### src/hdl/mmis_pkg.sv
// ----------------------------------------------------------------------------
// mmis_pkg
// types, codes and helpers of the modular matrix inverse solver
// ----------------------------------------------------------------------------
`default_nettype none

package mmis_pkg;

    localparam int DW              = 16;
    localparam int MAX_ORDER_DEF   = 4;
    localparam int VALUE_WIDTH_DEF = 16;

    localparam logic [1:0] CMD_LOAD_KEY = 2'd0;
    localparam logic [1:0] CMD_LOAD_VEC = 2'd1;
    localparam logic [1:0] CMD_SOLVE    = 2'd2;

    localparam logic [1:0] CFG_SIZE    = 2'd0;
    localparam logic [1:0] CFG_MODULUS = 2'd1;

    localparam logic [2:0]    SIZE_RESET = 3'd3;
    localparam logic [DW-1:0] MOD_RESET  = 16'd26;

    typedef struct packed {
        logic [1:0]    command;
        logic [1:0]    row;
        logic [1:0]    column;
        logic [DW-1:0] value;
    } item_t;

    typedef struct packed {
        logic [1:0]    index;
        logic [DW-1:0] result;
        logic          last;
        logic          singular;
    } answer_t;

    typedef struct packed {
        logic          go;
        logic [DW-1:0] a;
        logic [DW-1:0] b;
        logic [DW-1:0] md;
    } mm_req_t;

    typedef struct packed {
        logic          done;
        logic [DW-1:0] quot;
        logic [DW-1:0] rem;
    } mm_rsp_t;

    typedef enum logic [4:0] {
        ST_IDLE,
        ST_LOAD,
        ST_PINIT,
        ST_MASK,
        ST_COL,
        ST_RDF,
        ST_RDK,
        ST_MUL,
        ST_CRD,
        ST_CWR,
        ST_DRD,
        ST_DET,
        ST_ECHK,
        ST_EDIV,
        ST_ETMUL,
        ST_SING,
        ST_OROW,
        ST_ORDA,
        ST_ORDV,
        ST_OMST,
        ST_OMW,
        ST_OFIN
    } state_t;

    function automatic int mmis_depth(input int n);
        return 2 * n * n + n + (1 << n);
    endfunction

    function automatic logic [DW-1:0] mod_add(input logic [DW-1:0] x,
                                              input logic [DW-1:0] y,
                                              input logic [DW-1:0] m);
        logic [DW:0] s;
        s = {1'b0, x} + {1'b0, y};
        if (s >= {1'b0, m})
            s = s - {1'b0, m};
        return s[DW-1:0];
    endfunction

    function automatic logic [DW-1:0] mod_sub(input logic [DW-1:0] x,
                                              input logic [DW-1:0] y,
                                              input logic [DW-1:0] m);
        logic [DW-1:0] d;
        if (x >= y)
            d = x - y;
        else
            d = x + (m - y);
        return d;
    endfunction

endpackage

`default_nettype wire

### src/hdl/mmis_ram.sv
// ----------------------------------------------------------------------------
// mmis_ram
// generic simple dual-port ram, one write and one registered read port
// ----------------------------------------------------------------------------
`default_nettype none

module mmis_ram #(
    parameter int WIDTH = 16,
    parameter int DEPTH = 16
) (
    input  wire logic                     clk,
    input  wire logic                     we,
    input  wire logic [$clog2(DEPTH)-1:0] waddr,
    input  wire logic [WIDTH-1:0]         wdata,
    input  wire logic [$clog2(DEPTH)-1:0] raddr,
    output logic      [WIDTH-1:0]         rdata
);

    logic [WIDTH-1:0] mem [DEPTH];

    always_ff @(posedge clk)
    begin
        if (we)
        begin
            mem[waddr] <= wdata;
        end
        rdata <= mem[raddr];
    end

endmodule

`default_nettype wire

### src/hdl/mmis_mulmod.sv
// ----------------------------------------------------------------------------
// mmis_mulmod
// bit-serial modular multiplier, a * b mod md, one bit of b per cycle;
// with a = 1 it yields quotient and remainder of b / md
// ----------------------------------------------------------------------------
`default_nettype none

module mmis_mulmod
    import mmis_pkg::*;
(
    input  wire logic    clk,
    input  wire logic    rst_n,
    input  wire mm_req_t req,
    output mm_rsp_t      rsp
);

    localparam int CNTW = $clog2(DW);

    logic            run_reg;
    logic            done_reg;
    logic [CNTW-1:0] cnt_reg;
    logic [DW-1:0]   a_reg;
    logic [DW-1:0]   b_reg;
    logic [DW-1:0]   md_reg;
    logic [DW-1:0]   acc_reg;
    logic [DW-1:0]   q_reg;

    logic [DW+1:0] s0;
    logic [DW+1:0] s1;
    logic [DW+1:0] s2;
    logic [DW+1:0] mdx;
    logic          ge1;

    always_comb
    begin
        mdx = {2'b00, md_reg};
        s0  = {1'b0, acc_reg, 1'b0} + (b_reg[DW-1] ? {2'b00, a_reg} : '0);
        ge1 = (s0 >= mdx);
        s1  = ge1 ? s0 - mdx : s0;
        s2  = (s1 >= mdx) ? s1 - mdx : s1;
    end

    always_ff @(posedge clk or negedge rst_n)
    begin
        if (!rst_n)
        begin
            run_reg  <= 1'b0;
            done_reg <= 1'b0;
            cnt_reg  <= '0;
        end
        else
        begin
            done_reg <= 1'b0;
            if (req.go)
            begin
                run_reg <= 1'b1;
                cnt_reg <= '0;
            end
            else if (run_reg)
            begin
                cnt_reg <= cnt_reg + CNTW'(1);
                if (cnt_reg == CNTW'(DW - 1))
                begin
                    run_reg  <= 1'b0;
                    done_reg <= 1'b1;
                end
            end
        end
    end

    always_ff @(posedge clk)
    begin
        if (req.go)
        begin
            a_reg   <= req.a;
            b_reg   <= req.b;
            md_reg  <= req.md;
            acc_reg <= '0;
            q_reg   <= '0;
        end
        else if (run_reg)
        begin
            acc_reg <= s2[DW-1:0];
            q_reg   <= {q_reg[DW-2:0], ge1};
            b_reg   <= {b_reg[DW-2:0], 1'b0};
        end
    end

    assign rsp.done = done_reg;
    assign rsp.quot = q_reg;
    assign rsp.rem  = acc_reg;

endmodule

`default_nettype wire

### src/hdl/mmis_seq.sv
// ----------------------------------------------------------------------------
// mmis_seq
// sequencer: loads, minor table over column masks, cofactors, extended
// euclid for the determinant inverse, and the final matrix-vector product
// ----------------------------------------------------------------------------
`default_nettype none

module mmis_seq
    import mmis_pkg::*;
#(
    parameter int MAX_ORDER   = MAX_ORDER_DEF,
    parameter int VALUE_WIDTH = VALUE_WIDTH_DEF
) (
    input  wire logic                                   clk,
    input  wire logic                                   rst_n,
    input  wire logic                                   start,
    output logic                                        busy,
    input  wire item_t                                  item,
    input  wire logic [$clog2(MAX_ORDER+1)-1:0]         n_eff,
    input  wire logic [DW-1:0]                          m_eff,
    output logic                                        ram_we,
    output logic [$clog2(mmis_depth(MAX_ORDER))-1:0]    ram_waddr,
    output logic [((VALUE_WIDTH > DW) ? VALUE_WIDTH : DW)-1:0] ram_wdata,
    output logic [$clog2(mmis_depth(MAX_ORDER))-1:0]    ram_raddr,
    input  wire logic [((VALUE_WIDTH > DW) ? VALUE_WIDTH : DW)-1:0] ram_rdata,
    output mm_req_t                                     mm_req,
    input  wire mm_rsp_t                                mm_rsp,
    output logic                                        answer_valid,
    output answer_t                                     answer
);

    localparam int N        = MAX_ORDER;
    localparam int IW       = (N > 1) ? $clog2(N) : 1;
    localparam int CW       = $clog2(N + 1);
    localparam int MW       = (VALUE_WIDTH > DW) ? VALUE_WIDTH : DW;
    localparam int DEPTH    = mmis_depth(N);
    localparam int AW       = $clog2(DEPTH);
    localparam int VEC_BASE = N * N;
    localparam int ADJ_BASE = VEC_BASE + N;
    localparam int MIN_BASE = ADJ_BASE + N * N;

    state_t state_reg;
    state_t state_next;

    logic [CW-1:0]  e_reg;
    logic [N-1:0]   mask_reg;
    logic [CW-1:0]  c_reg;
    logic [CW-1:0]  pos_reg;
    logic [CW-1:0]  j_reg;
    logic [CW-1:0]  i_reg;
    logic [DW-1:0]  acc_reg;
    logic [DW-1:0]  opa_reg;
    logic [DW-1:0]  r0_reg;
    logic [DW-1:0]  r1_reg;
    logic [DW-1:0]  t0_reg;
    logic [DW-1:0]  t1_reg;
    logic [AW-1:0]  waddr_reg;
    logic           valid_reg;
    answer_t        ans_reg;

    logic [N-1:0]   full;
    logic [CW-1:0]  pcnt;
    logic [CW-1:0]  kmax;
    logic [CW-1:0]  p;
    logic [CW-1:0]  row_c;
    logic [IW-1:0]  row_idx;
    logic [IW-1:0]  c_idx;
    logic [IW-1:0]  j_idx;
    logic [IW-1:0]  i_idx;
    logic [IW-1:0]  e_idx;
    logic           c_in;
    logic           mask_last;
    logic           term_neg;
    logic           cof_neg;
    logic [N-1:0]   sub_mask;
    logic [N-1:0]   cof_mask;
    logic [DW-1:0]  rd16;
    logic [DW-1:0]  acc_add;
    logic           det_pass;
    logic           j_last;
    logic           i_last;
    logic           key_ok;
    logic           vec_ok;
    logic [AW-1:0]  load_addr;

    always_comb
    begin
        for (int b = 0; b < N; b++)
        begin
            full[b] = (b < int'(n_eff));
        end
    end

    always_comb
    begin
        pcnt      = CW'($countones(mask_reg));
        det_pass  = (e_reg == n_eff);
        kmax      = det_pass ? n_eff : n_eff - CW'(1);
        p         = pcnt - CW'(1);
        row_c     = (p < e_reg) ? p : p + CW'(1);
        row_idx   = row_c[IW-1:0];
        c_idx     = c_reg[IW-1:0];
        j_idx     = j_reg[IW-1:0];
        i_idx     = i_reg[IW-1:0];
        e_idx     = e_reg[IW-1:0];
        c_in      = mask_reg[c_idx];
        mask_last = (mask_reg == full);
        term_neg  = pos_reg[0] ^ p[0];
        cof_neg   = e_reg[0] ^ j_reg[0];
        sub_mask  = mask_reg & ~(N'(1) << c_idx);
        cof_mask  = full & ~(N'(1) << j_idx);
        rd16      = DW'(ram_rdata);
        acc_add   = mod_add(acc_reg, mm_rsp.rem, m_eff);
        j_last    = ((j_reg + CW'(1)) == n_eff);
        i_last    = ((i_reg + CW'(1)) == n_eff);
        key_ok    = (int'(item.row) < N) && (int'(item.column) < N);
        vec_ok    = (int'(item.column) < N);
        if (item.command == CMD_LOAD_KEY)
            load_addr = AW'(item.row) * AW'(N) + AW'(item.column);
        else
            load_addr = AW'(VEC_BASE) + AW'(item.column);
    end

    // next state
    always_comb
    begin
        state_next = state_reg;
        case (state_reg)
            ST_IDLE:
            begin
                if (start)
                begin
                    case (item.command)
                        CMD_LOAD_KEY: if (key_ok) state_next = ST_LOAD;
                        CMD_LOAD_VEC: if (vec_ok) state_next = ST_LOAD;
                        CMD_SOLVE:    state_next = ST_PINIT;
                        default:      state_next = ST_IDLE;
                    endcase
                end
            end
            ST_LOAD:  if (mm_rsp.done) state_next = ST_IDLE;
            ST_PINIT: state_next = ST_MASK;
            ST_MASK:
            begin
                if (pcnt > kmax)
                begin
                    if (mask_last)
                        state_next = det_pass ? ST_DRD : ST_CRD;
                end
                else
                begin
                    state_next = ST_COL;
                end
            end
            ST_COL:
            begin
                if (c_reg == n_eff)
                begin
                    if (mask_last)
                        state_next = det_pass ? ST_DRD : ST_CRD;
                    else
                        state_next = ST_MASK;
                end
                else if (c_in)
                begin
                    state_next = ST_RDF;
                end
            end
            ST_RDF:   state_next = ST_RDK;
            ST_RDK:   state_next = ST_MUL;
            ST_MUL:   if (mm_rsp.done) state_next = ST_COL;
            ST_CRD:   state_next = ST_CWR;
            ST_CWR:   state_next = j_last ? ST_PINIT : ST_CRD;
            ST_DRD:   state_next = ST_DET;
            ST_DET:   state_next = ST_ECHK;
            ST_ECHK:
            begin
                if (r1_reg == '0)
                    state_next = (r0_reg == DW'(1)) ? ST_OROW : ST_SING;
                else
                    state_next = ST_EDIV;
            end
            ST_EDIV:  if (mm_rsp.done) state_next = ST_ETMUL;
            ST_ETMUL: if (mm_rsp.done) state_next = ST_ECHK;
            ST_SING:  state_next = ST_IDLE;
            ST_OROW:  state_next = ST_ORDA;
            ST_ORDA:  state_next = ST_ORDV;
            ST_ORDV:  state_next = ST_OMST;
            ST_OMST:  state_next = ST_OMW;
            ST_OMW:   if (mm_rsp.done) state_next = j_last ? ST_OFIN : ST_ORDA;
            ST_OFIN:  if (mm_rsp.done) state_next = i_last ? ST_IDLE : ST_OROW;
            default:  state_next = ST_IDLE;
        endcase
    end

    // memory and multiplier controls
    always_comb
    begin
        ram_we    = 1'b0;
        ram_waddr = '0;
        ram_wdata = '0;
        ram_raddr = '0;
        mm_req    = '0;
        case (state_reg)
            ST_IDLE:
            begin
                if (start && (((item.command == CMD_LOAD_KEY) && key_ok) ||
                              ((item.command == CMD_LOAD_VEC) && vec_ok)))
                begin
                    mm_req.go = 1'b1;
                    mm_req.a  = DW'(1);
                    mm_req.b  = item.value;
                    mm_req.md = m_eff;
                end
            end
            ST_LOAD:
            begin
                if (mm_rsp.done)
                begin
                    ram_we    = 1'b1;
                    ram_waddr = waddr_reg;
                    ram_wdata = MW'(VALUE_WIDTH'(mm_rsp.rem));
                end
            end
            ST_PINIT:
            begin
                ram_we    = 1'b1;
                ram_waddr = AW'(MIN_BASE);
                ram_wdata = MW'(1);
            end
            ST_COL:
            begin
                if (c_reg == n_eff)
                begin
                    ram_we    = 1'b1;
                    ram_waddr = AW'(MIN_BASE) + AW'(mask_reg);
                    ram_wdata = MW'(acc_reg);
                end
                else
                begin
                    ram_raddr = AW'(MIN_BASE) + AW'(sub_mask);
                end
            end
            ST_RDF:
            begin
                ram_raddr = AW'(row_idx) * AW'(N) + AW'(c_idx);
            end
            ST_RDK:
            begin
                mm_req.go = 1'b1;
                mm_req.a  = opa_reg;
                mm_req.b  = rd16;
                mm_req.md = m_eff;
            end
            ST_CRD:
            begin
                ram_raddr = AW'(MIN_BASE) + AW'(cof_mask);
            end
            ST_CWR:
            begin
                ram_we    = 1'b1;
                ram_waddr = AW'(ADJ_BASE) + AW'(j_idx) * AW'(N) + AW'(e_idx);
                ram_wdata = MW'(cof_neg ? mod_sub('0, rd16, m_eff) : rd16);
            end
            ST_DRD:
            begin
                ram_raddr = AW'(MIN_BASE) + AW'(full);
            end
            ST_ECHK:
            begin
                if (r1_reg != '0)
                begin
                    mm_req.go = 1'b1;
                    mm_req.a  = DW'(1);
                    mm_req.b  = r0_reg;
                    mm_req.md = r1_reg;
                end
            end
            ST_EDIV:
            begin
                if (mm_rsp.done)
                begin
                    mm_req.go = 1'b1;
                    mm_req.a  = t1_reg;
                    mm_req.b  = mm_rsp.quot;
                    mm_req.md = m_eff;
                end
            end
            ST_ORDA:
            begin
                ram_raddr = AW'(ADJ_BASE) + AW'(i_idx) * AW'(N) + AW'(j_idx);
            end
            ST_ORDV:
            begin
                ram_raddr = AW'(VEC_BASE) + AW'(j_idx);
            end
            ST_OMST:
            begin
                mm_req.go = 1'b1;
                mm_req.a  = opa_reg;
                mm_req.b  = rd16;
                mm_req.md = m_eff;
            end
            ST_OMW:
            begin
                if (mm_rsp.done && j_last)
                begin
                    mm_req.go = 1'b1;
                    mm_req.a  = acc_add;
                    mm_req.b  = t0_reg;
                    mm_req.md = m_eff;
                end
            end
            default:
            begin
                ram_we = 1'b0;
            end
        endcase
    end

    always_ff @(posedge clk or negedge rst_n)
    begin
        if (!rst_n)
        begin
            state_reg <= ST_IDLE;
            valid_reg <= 1'b0;
        end
        else
        begin
            state_reg <= state_next;
            valid_reg <= ((state_reg == ST_OFIN) && mm_rsp.done) || (state_reg == ST_SING);
        end
    end

    always_ff @(posedge clk)
    begin
        case (state_reg)
            ST_IDLE:
            begin
                waddr_reg <= load_addr;
                e_reg     <= '0;
            end
            ST_PINIT:
            begin
                mask_reg <= N'(1);
                j_reg    <= '0;
            end
            ST_MASK:
            begin
                if (pcnt > kmax)
                begin
                    mask_reg <= mask_reg + N'(1);
                end
                else
                begin
                    c_reg   <= '0;
                    pos_reg <= '0;
                    acc_reg <= '0;
                end
            end
            ST_COL:
            begin
                if (c_reg == n_eff)
                    mask_reg <= mask_reg + N'(1);
                else if (!c_in)
                    c_reg <= c_reg + CW'(1);
            end
            ST_RDF:
            begin
                opa_reg <= rd16;
            end
            ST_MUL:
            begin
                if (mm_rsp.done)
                begin
                    acc_reg <= term_neg ? mod_sub(acc_reg, mm_rsp.rem, m_eff) : acc_add;
                    c_reg   <= c_reg + CW'(1);
                    pos_reg <= pos_reg + CW'(1);
                end
            end
            ST_CWR:
            begin
                j_reg <= j_reg + CW'(1);
                if (j_last)
                    e_reg <= e_reg + CW'(1);
            end
            ST_DET:
            begin
                r0_reg <= m_eff;
                r1_reg <= rd16;
                t0_reg <= '0;
                t1_reg <= DW'(1);
            end
            ST_ECHK:
            begin
                i_reg <= '0;
            end
            ST_EDIV:
            begin
                if (mm_rsp.done)
                begin
                    r0_reg <= r1_reg;
                    r1_reg <= mm_rsp.rem;
                end
            end
            ST_ETMUL:
            begin
                if (mm_rsp.done)
                begin
                    t0_reg <= t1_reg;
                    t1_reg <= mod_sub(t0_reg, mm_rsp.rem, m_eff);
                end
            end
            ST_SING:
            begin
                ans_reg.index    <= '0;
                ans_reg.result   <= '0;
                ans_reg.last     <= 1'b1;
                ans_reg.singular <= 1'b1;
            end
            ST_OROW:
            begin
                acc_reg <= '0;
                j_reg   <= '0;
            end
            ST_ORDV:
            begin
                opa_reg <= rd16;
            end
            ST_OMW:
            begin
                if (mm_rsp.done)
                begin
                    acc_reg <= acc_add;
                    j_reg   <= j_reg + CW'(1);
                end
            end
            ST_OFIN:
            begin
                if (mm_rsp.done)
                begin
                    ans_reg.index    <= 2'(i_reg);
                    ans_reg.result   <= mm_rsp.rem;
                    ans_reg.last     <= i_last;
                    ans_reg.singular <= 1'b0;
                    i_reg            <= i_reg + CW'(1);
                end
            end
            default:
            begin
                opa_reg <= opa_reg;
            end
        endcase
    end

    assign busy         = (state_reg != ST_IDLE);
    assign answer_valid = valid_reg;
    assign answer       = ans_reg;

endmodule

`default_nettype wire

### src/hdl/modular_matrix_inverse_solve_top.sv
// ----------------------------------------------------------------------------
// modular_matrix_inverse_solve_top
// Loads an n-by-n key matrix and an n-entry vector reduced mod m, and on a
// solve request returns inv(K) * v mod m, one entry per strobe, or a single
// singular flag when det(K) has no inverse mod m.
//
// A request is taken when start is high and busy is low. Results come as
// one-cycle strobes on answer_valid and cannot be held off. All arithmetic
// runs through one bit-serial modular multiplier; state and the minor table
// live in one ram with registered read. A solve builds the minor table,
// copies the cofactors, runs euclid steps for the determinant inverse and
// then forms the matrix-vector product.
// There is no clearing pass after reset.
// ----------------------------------------------------------------------------
`default_nettype none

module modular_matrix_inverse_solve_top
    import mmis_pkg::*;
#(
    parameter int MAX_ORDER   = MAX_ORDER_DEF,
    parameter int VALUE_WIDTH = VALUE_WIDTH_DEF
) (
    input  wire logic          clk,
    input  wire logic          rst_n,
    input  wire logic          start,
    output logic               busy,
    input  wire item_t         item,
    output logic               answer_valid,
    output answer_t            answer,
    input  wire logic          cfg_valid,
    output logic               cfg_ready,
    input  wire logic [1:0]    cfg_index,
    input  wire logic [DW-1:0] cfg_data
);

    localparam int CW    = $clog2(MAX_ORDER + 1);
    localparam int MW    = (VALUE_WIDTH > DW) ? VALUE_WIDTH : DW;
    localparam int DEPTH = mmis_depth(MAX_ORDER);
    localparam int AW    = $clog2(DEPTH);

    logic [2:0]    size_reg;
    logic [DW-1:0] mod_reg;
    logic [CW-1:0] n_eff;
    logic [DW-1:0] m_eff;

    logic          ram_we;
    logic [AW-1:0] ram_waddr;
    logic [MW-1:0] ram_wdata;
    logic [AW-1:0] ram_raddr;
    logic [MW-1:0] ram_rdata;
    mm_req_t       mm_req;
    mm_rsp_t       mm_rsp;

    assign cfg_ready = 1'b1;

    always_ff @(posedge clk or negedge rst_n)
    begin
        if (!rst_n)
        begin
            size_reg <= SIZE_RESET;
            mod_reg  <= MOD_RESET;
        end
        else if (cfg_valid && cfg_ready)
        begin
            case (cfg_index)
                CFG_SIZE:    size_reg <= cfg_data[2:0];
                CFG_MODULUS: mod_reg  <= cfg_data;
                default:     size_reg <= size_reg;
            endcase
        end
    end

    always_comb
    begin
        if (size_reg == 3'd0)
            n_eff = CW'(1);
        else if (int'(size_reg) > MAX_ORDER)
            n_eff = CW'(MAX_ORDER);
        else
            n_eff = CW'(size_reg);
        m_eff = (mod_reg < DW'(2)) ? DW'(2) : mod_reg;
    end

    mmis_ram #(
        .WIDTH(MW),
        .DEPTH(DEPTH)
    ) u_ram (
        .clk   (clk),
        .we    (ram_we),
        .waddr (ram_waddr),
        .wdata (ram_wdata),
        .raddr (ram_raddr),
        .rdata (ram_rdata)
    );

    mmis_mulmod u_mulmod (
        .clk   (clk),
        .rst_n (rst_n),
        .req   (mm_req),
        .rsp   (mm_rsp)
    );

    mmis_seq #(
        .MAX_ORDER   (MAX_ORDER),
        .VALUE_WIDTH (VALUE_WIDTH)
    ) u_seq (
        .clk          (clk),
        .rst_n        (rst_n),
        .start        (start),
        .busy         (busy),
        .item         (item),
        .n_eff        (n_eff),
        .m_eff        (m_eff),
        .ram_we       (ram_we),
        .ram_waddr    (ram_waddr),
        .ram_wdata    (ram_wdata),
        .ram_raddr    (ram_raddr),
        .ram_rdata    (ram_rdata),
        .mm_req       (mm_req),
        .mm_rsp       (mm_rsp),
        .answer_valid (answer_valid),
        .answer       (answer)
    );

endmodule

`default_nettype wire

### config.mk
export PLATFORM = sky130hd
export DESIGN_NAME = modular_matrix_inverse_solve_top
export DESIGN_NICKNAME = d
export VERILOG_FILES = /design/src/hdl/mmis_pkg.sv /design/src/hdl/mmis_ram.sv /design/src/hdl/mmis_mulmod.sv /design/src/hdl/mmis_seq.sv /design/src/hdl/modular_matrix_inverse_solve_top.sv
export SDC_FILE = /design/constraint.sdc
export NUM_CORES = 2
export LEC_CHECK = 0
export ABC_AREA = 1
export ABC_CLOCK_PERIOD_IN_PS = 10300
export BUFFER_PORTS_ARGS = -buffer_cell sky130_fd_sc_hd__buf_2
export CORE_MARGIN = 2
export CORE_UTILIZATION = 40
export DETAILED_ROUTE_END_ITERATION = 6
export PLACE_DENSITY = 0.66
export SYNTH_ARGS = -nofsm -noshare
export SYNTH_HDL_FRONTEND = slang
export SYNTH_SLANG_ARGS = --single-unit
### constraint.sdc
create_clock -name clk -period 10.3 [get_ports clk]
set_clock_uncertainty 0.15 [all_clocks]
set_input_delay 0.515 -clock clk [delete_from_list [all_inputs] [get_ports clk]]
set_output_delay 0.515 -clock clk [all_outputs]
set_load 0.02 [all_outputs]
==> summary.md <==
| Metric | Value |
|---|---|
| Flip-flop count of the largest register, all copies and words added | `832` |
| Outcome | `complete, but fails checks` |
| Cell variety after synth | `56` |
| Global placement routability congestion | `1.01` |
| Cts hold-fix bufs | `43` |
| Die boundary height | `384 um` |
| Violations in the final reports | `design-rule violations` |
| Quantity of gates resized following cts | `0` |
| DRC violations left | `16` |
| Final core utilization | `45.1%` |
| Tightest hold margin | `0.0585 ns` |
| Critical path launch point type | `register` |
| Remaining Overflow, GRT | `0` |
| Area growth from synthesis to layout | `12.0%` |
| Core outline area | `144000 um2` |
| Top cells by area in the synthesized netlist | `edfxtp_1 (53%), nand3_1 (8.2%), nand2_1 (8.1%), inv_1 (5.8%), ha_1 (4.2%)` |
| Vias in the first global route | `42509` |
| Net count of the finished layout | `6480` |
| Detailed-placement wirelength estimate | `125 mm` |
| Cell accounting for the most synthesized area | `edfxtp_1` |
| # Post-CTS Setup Buffers | `0` |
| Worst-case register-to-register setup slack | `2.76 ns` |
| Most common cell on crit path | `nand2_1` |
| Antenna violations before repair | `9` |
| Worst hold path type | `input port to register` |
| Hold Path Depth | `4` |
| Most frequent standard cell in the layout excluding fill and tap cells | `nand2_1` |
| Delay contributed by the slowest stage of the critical path | `0.69 ns` |
| Tcrit/Tclk final | `73.2%` |
| Setup violations, final | `0` |
| Synth warn | `0` |
| Maximum achievable frequency | `133 MHz` |
| First DRT Iteration DRCs | `5865` |
| Syn Std Cell Area | `57900 um2` |
| Max-slew violation count | `0` |
| Share of the yosys chip area belonging to registers | `55.8%` |
| Biggest register | `u_ram.mem` |
| CP max-delay cell | `a21oi_2` |
| Number of synthesized register bits | `1097` |
| Final Hold Violating Endpoints | `0` |
| Share of Yosys cell area claimed by the top area cell type | `52.8%` |
| Critical path capture point type | `register` |
| Max Cap Violations | `0` |
| Post-Place Cells | `7969` |
| Worst-case reg-to-reg path depth | `36` |
| Number of synthesized flops with an enable pin | `1018` |
| Mean post-synth cell area | `9.37 um2` |
| Destination of the worst register-to-register timing path | `u_mulmod.acc_reg[3]` |
| Initial core utilization | `40.3%` |
| Clock tree from TritonCTS | `built` |
| Data required time at the worst endpoint | `10.83 ns` |
| Vias after detailed routing | `45685` |
| Global-route usage over all layers | `25.4%` |
| Full die area | `148000 um2` |
| Gate count of the mapped netlist | `6179` |
| Type of the worst setup path | `register to register` |
| Clock input transition at the sequential cells of the worst setup and hold paths | `0.06 ns` |
| Pin slew with the least headroom to its limit | `1.31 ns` |
| Fraction of final layout cells sized beyond drive strength 1 | `7.01%` |
| Die outline width | `384 um` |
| Critical Path AT | `8.06 ns` |
| Count of pins on the block boundary | `67` |
| Pin count of the biggest net entering global routing | `189` |
| Non-filler cells, final | `8240` |
| Setup repair after global routing missed its margin | `no` |
| Launch instance of the worst min-delay path | `cfg_index[1]` |
| Clock buffers created by TritonCTS | `118` |
| Routed length per instance | `23.2 um` |
| Crit Reg-Reg Startpoint | `u_mulmod.b_reg[15]` |
| # port buffers | `65` |
| Prevailing post-synth register cell | `edfxtp_1` |
| Placement row count | `139` |
| Net count after synthesis | `6430` |
| Total wirelength of the detailed-routed design | `191 mm` |
| Buffer type at the clock tree root | `clkbuf_16` |
| Worst slew slack as a fraction of its limit | `12.5%` |
| Endpoint of the worst hold-timing path | `size_reg[2]` |
| Antenna Violating Nets Remaining | `0` |
| Number of optimization iterations in the first detailed-route pass | `7` |
| Shortest clock period the worst path allows after layout | `7.54 ns` |
| Number of levels in the clock H-tree | `3` |
| Later-pin clock latency in the skew report | `0.78 ns` |
| # clock sinks | `1097` |
| Average vias per placed instance | `5.54` |
| Highest-count cells in the layout ignoring fill and taps | `nand2_1 (1244), edfxtp_1 (1018), nand3_1 (952)` |
| Largest driver fanout on the critical path | `18` |
| Buffer depth of the longest clock path | `3` |
| Ys async rst share | `2.83%` |
| First-pass GRT wire length | `280 mm` |
| Final total negative setup slack | `0 ns` |
[layer usage]
| metal | GRT usage (%) | part of all wire, % |
|---|---|---|
| met2 | 37.9 | 44 |
| met1 | 36.7 | 43 |
| met3 | 4.38 | 8.9 |
| met5 | 0 | 0.010 |
| met4 | 10.1 | 4.2 |
[logic make-up after synthesis]
family	after synthesis	synth area share, %
other cells	1	0.00648
flops	1097	55.8
xor+xnor	140	2.12
compound gates	676	6.67
fa+ha+maj	207	4.63
simple gates	2854	22.6
buf+inv	1204	8.14
[final cells by class]
type	instances	area, um2
antenna	4	10.0
clock buffer	145	3100
clock inverter	79	862
fill	13671	78800
inverter	918	3460
multi-input combinational	3878	21100
sequential	1097	32300
tap	1903	2380
timing repair buffer	216	1600
[critical path, delay by kind of cell, from the launching register on]
| family | cells | cell delay [ns] |
|---|---|---|
| buf+inv | 3 | 0.20 |
| xor+xnor | 1 | 0.22 |
| flops | 1 | 0.59 |
| simple gates | 22 | 3.46 |
| compound gates | 6 | 1.52 |
| fa+ha+maj | 4 | 1.25 |
[worst max path at each step]
stage                             startpoint              endpoint  slack, ns  cells after the start
after detailed placement  u_mulmod.b_reg[15]   u_mulmod.acc_reg[3]       2.92                     36
final                     u_mulmod.b_reg[15]   u_mulmod.acc_reg[3]       2.76                     36
after global routing      u_mulmod.b_reg[15]   u_mulmod.acc_reg[2]       2.11                     38
after CTS                 u_mulmod.b_reg[15]   u_mulmod.acc_reg[3]       2.85                     36
after global placement    u_mulmod.b_reg[15]   u_mulmod.acc_reg[0]       2.93                     38
after floorplan           u_mulmod.b_reg[15]  u_mulmod.acc_reg[10]       4.88                     38
[cells in the mapped netlist (26+ instances only)]
| cell | instances |
|---|---|
| nand2_1 | 1251 |
| edfxtp_1 | 1018 |
| nand3_1 | 953 |
| inv_1 | 900 |
| nor2_1 | 281 |
| a21oi_1 | 232 |
| o21ai_0 | 230 |
| nand3b_1 | 208 |
| ha_1 | 195 |
| clkbuf_1 | 133 |
| buf_2 | 128 |
| xor2_1 | 93 |
| nand4_1 | 60 |
| o211ai_1 | 53 |
| dfxtp_1 | 48 |
| xnor2_1 | 47 |
| o22ai_1 | 39 |
| nor3_1 | 31 |
| dfrtp_1 | 26 |
[per-stage QoR]
stage | worst slack [ns] | cell area, um2
6_report | 2.76 | 64800
5_1_grt | 2.11 | 64800
4_1_cts | 2.85 | 64800
2_1_floorplan | 4.88 | 57900
3_3_place_gp | 2.93 | 60400
3_5_place_dp | 2.92 | 60400
Power is not shown: default switching activity piles up to over one toggle a cycle in this logic, so the estimate is an artifact.
